--- config.mk ---
export PLATFORM = sky130hd
export DESIGN_NAME = csi_control_sequence_parser
export DESIGN_NICKNAME = d
export VERILOG_FILES = /design/src/sv/csi_pkg.sv /design/src/sv/csi_step.sv /design/src/sv/csi_control_sequence_parser.sv
export VERILOG_INCLUDE_DIRS = /design/src /design/src/sv
export SDC_FILE = /design/constraint.sdc
export NUM_CORES = 1
export LEC_CHECK = 0
export ABC_AREA = 1
export ABC_CLOCK_PERIOD_IN_PS = 1600
export BUFFER_PORTS_ARGS = -buffer_cell sky130_fd_sc_hd__buf_2
export CORE_MARGIN = 3
export CORE_UTILIZATION = 51
export CTS_CLUSTER_DIAMETER = 40
export DETAILED_ROUTE_END_ITERATION = 8
export PLACE_DENSITY = 0.76
export SLEW_MARGIN = 20
export SYNTH_ARGS = -nofsm -noshare
export SYNTH_HDL_FRONTEND = slang
export SYNTH_SLANG_ARGS = --single-unit
--- constraint.sdc ---
create_clock -name clk -period 1.6 [get_ports clk]
set_input_delay 0.16 -clock clk [delete_from_list [all_inputs] [get_ports clk]]
set_output_delay 0.16 -clock clk [all_outputs]
set_load 0.1 [all_outputs]
--- src/sv/csi_control_sequence_parser_defines.svh ---
// Assertion macros shared by the CSI parser RTL.
// Expects clk and rst_n in the scope of each use.
`ifndef CSI_CONTROL_SEQUENCE_PARSER_DEFINES_SVH
`define CSI_CONTROL_SEQUENCE_PARSER_DEFINES_SVH

// Same-cycle implication, disabled while in reset.
`define CSI_ASSERT_IMP(name, ante, cons, msg) \
  name: assert property (@(posedge clk) disable iff (!rst_n) (ante) |-> (cons)) \
    else $error(msg);

// Next-cycle implication, disabled while in reset.
`define CSI_ASSERT_NXT(name, ante, cons, msg) \
  name: assert property (@(posedge clk) disable iff (!rst_n) (ante) |=> (cons)) \
    else $error(msg);

`endif

--- src/sv/csi_pkg.sv ---
// Package for the CSI control sequence parser: state and event codes,
// byte constants and the per-byte step result type. No dependencies.
package csi_pkg;

  localparam int unsigned STATE_W = 3;
  localparam int unsigned EVENT_W = 3;
  localparam int unsigned BYTE_W  = 8;

  localparam logic [STATE_W-1:0] ST_IDLE   = 3'd0;
  localparam logic [STATE_W-1:0] ST_ESC    = 3'd1;
  localparam logic [STATE_W-1:0] ST_CSI    = 3'd2;
  localparam logic [STATE_W-1:0] ST_PARAM  = 3'd3;
  localparam logic [STATE_W-1:0] ST_INTERM = 3'd4;
  localparam logic [STATE_W-1:0] ST_FINAL  = 3'd5;

  localparam logic [EVENT_W-1:0] EV_NONE   = 3'd0;
  localparam logic [EVENT_W-1:0] EV_ESC    = 3'd1;
  localparam logic [EVENT_W-1:0] EV_CSI    = 3'd2;
  localparam logic [EVENT_W-1:0] EV_PARAM  = 3'd3;
  localparam logic [EVENT_W-1:0] EV_INTERM = 3'd4;
  localparam logic [EVENT_W-1:0] EV_FINAL  = 3'd5;
  localparam logic [EVENT_W-1:0] EV_ILSEQ  = 3'd6;

  localparam logic [BYTE_W-1:0] BYTE_ESC = 8'h1B;
  localparam logic [BYTE_W-1:0] BYTE_LBR = 8'h5B;
  localparam logic [BYTE_W-1:0] BYTE_SEP = 8'h3B;

  typedef struct packed {
    logic [STATE_W-1:0] next_state;
    logic [EVENT_W-1:0] event_code;
    logic               param_separator;
  } step_t;

endpackage

--- src/sv/csi_step.sv ---
// Per-byte transition logic of the CSI parser: classifies one byte and
// returns next state, event code and separator flag. Depends on csi_pkg.
module csi_step (
  input  logic [csi_pkg::STATE_W-1:0] state,
  input  logic [csi_pkg::BYTE_W-1:0]  data,
  output csi_pkg::step_t              step
);
  import csi_pkg::*;

  logic is_param;
  logic is_interm;
  logic is_final;
  logic is_sep;

  assign is_param  = (data >= 8'h30) && (data <= 8'h3F);
  assign is_interm = (data >= 8'h20) && (data <= 8'h2F);
  assign is_final  = (data >= 8'h40) && (data <= 8'h7E);
  assign is_sep    = (data == BYTE_SEP);

  always_comb begin
    step.next_state      = state;
    step.event_code      = EV_NONE;
    step.param_separator = 1'b0;
    case (state)
      ST_ESC: begin
        if (data == BYTE_LBR) begin
          step.next_state = ST_CSI;
          step.event_code = EV_CSI;
        end else begin
          step.next_state = ST_IDLE;
          step.event_code = EV_ILSEQ;
        end
      end
      ST_CSI: begin
        if (is_param) begin
          step.next_state      = ST_PARAM;
          step.event_code      = EV_PARAM;
          step.param_separator = is_sep;
        end else if (is_interm) begin
          step.next_state = ST_INTERM;
          step.event_code = EV_INTERM;
        end else if (is_final) begin
          step.next_state = ST_FINAL;
          step.event_code = EV_FINAL;
        end else begin
          step.next_state = ST_IDLE;
          step.event_code = EV_ILSEQ;
        end
      end
      ST_PARAM: begin
        if (is_param) begin
          step.param_separator = is_sep;
        end else begin
          step.param_separator = 1'b1;
          if (is_interm) begin
            step.next_state = ST_INTERM;
            step.event_code = EV_INTERM;
          end else if (is_final) begin
            step.next_state = ST_FINAL;
            step.event_code = EV_FINAL;
          end else begin
            step.next_state = ST_IDLE;
            step.event_code = EV_ILSEQ;
          end
        end
      end
      ST_INTERM: begin
        if (is_interm) begin
          step.next_state = ST_INTERM;
        end else if (is_final) begin
          step.next_state = ST_FINAL;
          step.event_code = EV_FINAL;
        end else begin
          step.next_state = ST_IDLE;
          step.event_code = EV_ILSEQ;
        end
      end
      default: begin
        if (data == BYTE_ESC) begin
          step.next_state = ST_ESC;
          step.event_code = EV_ESC;
        end else begin
          step.next_state = ST_IDLE;
        end
      end
    endcase
  end

endmodule

--- src/sv/csi_control_sequence_parser.sv ---
// CSI control sequence parser, top level: input register, per-byte step
// logic and result register. Throughput: one byte per cycle while out_stall
// is low, set by the single parse state register updated as each byte moves
// into the result register. Synchronous active-low reset empties both
// registers and returns to idle. Depends on csi_pkg, csi_step and
// csi_control_sequence_parser_defines.svh.
`include "csi_control_sequence_parser_defines.svh"

module csi_control_sequence_parser (
  input  logic                        clk,
  input  logic                        rst_n,
  input  logic                        in_valid,
  output logic                        in_stall,
  input  logic [csi_pkg::BYTE_W-1:0]  in_byte,
  output logic                        out_valid,
  input  logic                        out_stall,
  output logic [csi_pkg::EVENT_W-1:0] out_event_code,
  output logic                        out_param_separator
);
  import csi_pkg::*;

  logic               in_valid_r;
  logic [BYTE_W-1:0]  in_byte_r;
  logic [STATE_W-1:0] state_r;
  logic               out_valid_r;
  logic [EVENT_W-1:0] out_event_code_r;
  logic               out_param_separator_r;
  logic               out_free;
  logic               step_move;
  logic               in_take;
  step_t              step;

  csi_step u_step (
    .state (state_r),
    .data  (in_byte_r),
    .step  (step)
  );

  assign out_free  = !out_valid_r || !out_stall;
  assign step_move = in_valid_r && out_free;
  assign in_stall  = in_valid_r && !out_free;
  assign in_take   = in_valid && !in_stall;

  always_ff @(posedge clk) begin
    if (!rst_n) begin
      in_valid_r <= 1'b0;
    end else if (in_take) begin
      in_valid_r <= 1'b1;
    end else if (step_move) begin
      in_valid_r <= 1'b0;
    end
  end

  always_ff @(posedge clk) begin
    if (in_take) begin
      in_byte_r <= in_byte;
    end
  end

  always_ff @(posedge clk) begin
    if (!rst_n) begin
      state_r     <= ST_IDLE;
      out_valid_r <= 1'b0;
    end else begin
      if (step_move) begin
        state_r <= step.next_state;
      end
      if (out_free) begin
        out_valid_r <= in_valid_r;
      end
    end
  end

  always_ff @(posedge clk) begin
    if (step_move) begin
      out_event_code_r      <= step.event_code;
      out_param_separator_r <= step.param_separator;
    end
  end

  assign out_valid           = out_valid_r;
  assign out_event_code      = out_event_code_r;
  assign out_param_separator = out_param_separator_r;

  `CSI_ASSERT_NXT(a_final_tracks_state, step_move,
    (out_event_code_r == EV_FINAL) == (state_r == ST_FINAL),
    "final event and parse state disagree")
  `CSI_ASSERT_NXT(a_ilseq_to_idle, step_move && (step.event_code == EV_ILSEQ),
    state_r == ST_IDLE, "illegal sequence did not return to idle")
  `CSI_ASSERT_NXT(a_held_byte_kept, in_valid_r && !step_move,
    in_valid_r && $stable(in_byte_r), "stalled input byte lost or changed")
  `CSI_ASSERT_IMP(a_sep_only_in_params, step_move && step.param_separator,
    (state_r == ST_PARAM) || (state_r == ST_CSI), "separator outside parameters")

endmodule
==> qor.yml <==
power_and_ir_drop:
  peakVddDrop_v: 0.0005138
  power_density_nw_per_um2: 921.2
  leakagePower_nw: 0.4465
sta:
  slew_headroom_pct: 67.70
  period_needed_ns: 1.408
  rsz0062_at_grt: "no"
  fmax_mhz: 710.3
  setup_viol: 0
  slew_violations: 0
  fin_skew_ns: 0.004551
  setup_ws_ns: 0.1921
  hold_viol_final: 0
  hold_slack_ns: 0.04700
  finalCritPeriodShare_pct: 87.99
  worstMarginPinSlew_ns: 0.4878
floorplan:
  chipWidth_um: 45.72
  die_h_um: 45.72
  row_count: 13
  fp.coreArea_um2: 1383
  die_area_um2: 2090
  start_util_pct: 58.19
  pin_count: 18
clock_tree:
  cts_tree: "done"
  postCtsSetupRepairBufs: 0
  clock_latency_ns: 0.28
  clkSlewWorstSetupHoldPaths_ns: 0.09
  cts-root-buf: "clkbuf_4"
  ctsResizeCount: 0
  holdBufCountCts: 0
  numCtsBuffers: 3
  cts-htree-levels: 1
  cts_buffer_depth: 2
  cts_sinks: 17
synthesis:
  avgSynthCellArea_um2: 8.939
  synthCells: 90
  synth-compound-area-share_pct: 6.843
  synth_seq_cells: 17
  synthAdderAreaFrac_pct: 0
  syn_area_um2: 804.5
  ys_warn_count: 0
  synth_top_family_by_area: "simple AND/OR/NAND/NOR gates"
  synth_mux_area_share_pct: 0
  synth_nets: 102
  yosys.area_share.simple_pct: 27.37
  synth_xor_area_share_pct: 0
  ys_seq_area_share_pct: 57.23
  ys_types: 18
global_route:
  antenna_found_initial: 0
  grt_pass1_vias: 606
  overflow: 0
  grt_max_degree: 10
  grt_pass1_wl_mm: 2.311
  track_usage_pct: 15.60
job:
  cap_violations: 0
routing:
  antenna_left: 0
  routed_via_density: 5.111
  avgRoutedWirePerCell_um: 11.04
  drt_pass1_iterations: 4
  drc: 0
  vias: 644
  initialDrtViolationCount: 8
  totalWireLength_mm: 1.391
worst_hold_path:
  holdCritPathClass: "input pin to flip-flop"
placed_design:
  place_hpwl_mm: 1.145
  portBuffers: 17
  placed_area_um2: 932.1
  dp_slack_ns: 0.3723
  place.gp.congestion: 0.8421
setup_path:
  path_class: "flip-flop to primary output"
  worstPathArrival_ns: 1.25
  rrSetupSlack_ns: 0.37
  cp_num_buf_inv: 1
  path_cells: "nand2_4, nor2_4, buf_2"
  crit_family: "buffers and inverters"
  worst-path-max-fanout: 3
  cp-end-kind: "primary output"
  crit_path_top_delay_cell: "buf_2"
  startpoint_type: "flip-flop"
  critPathMaxStageDelay_ns: 0.43
  required_ns: 1.44
final_layout:
  antenna_cells: 0
  n_fill_cell: 112
  fin_nets: 124
  fin_area_um2: 958.4
  drive_above_1_share_pct: 37.84
  final_cell_mix: "nand2_1 (17), buf_2 (17), edfxtp_1 (12), inv_1 (11), nand3_1 (8)"
  fin_util_pct: 69.32
  layout-area-overhead-vs-synth_pct: 19.13
outcome:
  status: "complete, no violations"
==> layout make-up <==
| type | instances | area (µm²) | area share, % |
|---|---|---|---|
| tap | 15 | 18.77 | 1.958 |
| inverter | 18 | 71.32 | 7.441 |
| timing repair buffer | 17 | 85.08 | 8.877 |
| clock buffer | 4 | 26.28 | 2.742 |
| sequential | 17 | 464.2 | 48.43 |
| multi-input combinational | 55 | 292.8 | 30.55 |
==> registers in the layout, summed over array words and instances (netlist names) <==
register	flops
in_byte_r	8
in_valid_r	1
out_valid	1
out_param_separator	1
out_event_code	3
state_r	3
==> kinds of logic after synthesis <==
logic type             count (synthesis)
and+or+nand+nor                       45
AOI/OAI and AO/OA                     10
DFF                                   17
buffers and inverters                 18
==> synthesized netlist by cell type <==
cell type / n / area [µm²]
o21ai_1: 1 / 5.000
nand3_1: 8 / 40.04
dfxtp_1: 5 / 100.1
nand2_1: 19 / 71.32
nor3_2: 1 / 10.01
nor2_2: 5 / 31.28
o211ai_1: 1 / 7.510
inv_1: 13 / 48.80
nor2_1: 5 / 18.77
clkinv_2: 1 / 5.000
nor2_4: 1 / 11.26
a21oi_1: 5 / 25.02
edfxtp_1: 12 / 360.4
o21ai_0: 2 / 10.01
inv_2: 4 / 15.01
nand4_1: 2 / 12.51
nand2_2: 4 / 25.02
o21bai_1: 1 / 7.510
==> power breakdown <==
part | leakage, nW | switching (W) | internal, W
Sequential | 0.158 | 0.0000138 | 0.000498
Clock | 0.0150 | 0.000125 | 0.0000968
Combinational | 0.274 | 0.000111 | 0.0000386
Total | 0.447 | 0.000250 | 0.000633
==> stage by stage <==
stage,power [W],TNS (ns),std cells
2_1_floorplan,0.0006372,-0.2024,90
5_1_grt,0.0009190,0,126
4_1_cts,0.0008898,0,126
3_3_place_gp,0.0006682,0,122
3_5_place_dp,0.0006726,0,122
6_report,0.0008829,0,126
==> final timing paths <==
| path | cells past startpoint | endpoint | from |
|---|---|---|---|
| worst max-delay path | 3 | in_stall | out_valid$_SDFFE_PN0P_ |
| worst min-delay path | 1 | in_byte_r[2]$_DFFE_PP_ | in_byte[2] |
| worst max register to register | 8 | out_event_code[0]$_DFFE_PP_ | in_byte_r[5]$_DFFE_PP_ |
| worst min register to register | 2 | out_valid$_SDFFE_PN0P_ | out_valid$_SDFFE_PN0P_ |
==> per-layer routing <==
metal | wire length [µm] | vias to the layer above | GRT usage (%)
met4 | 23 | 0 | 6.818
li1 | - | 337 | -
met1 | 588 | 287 | 17.21
met3 | 74 | 4 | 3.557
met5 | 0 | - | 0
met2 | 704 | 16 | 28.13
Note: power is estimated with default switching activity, not from simulation.
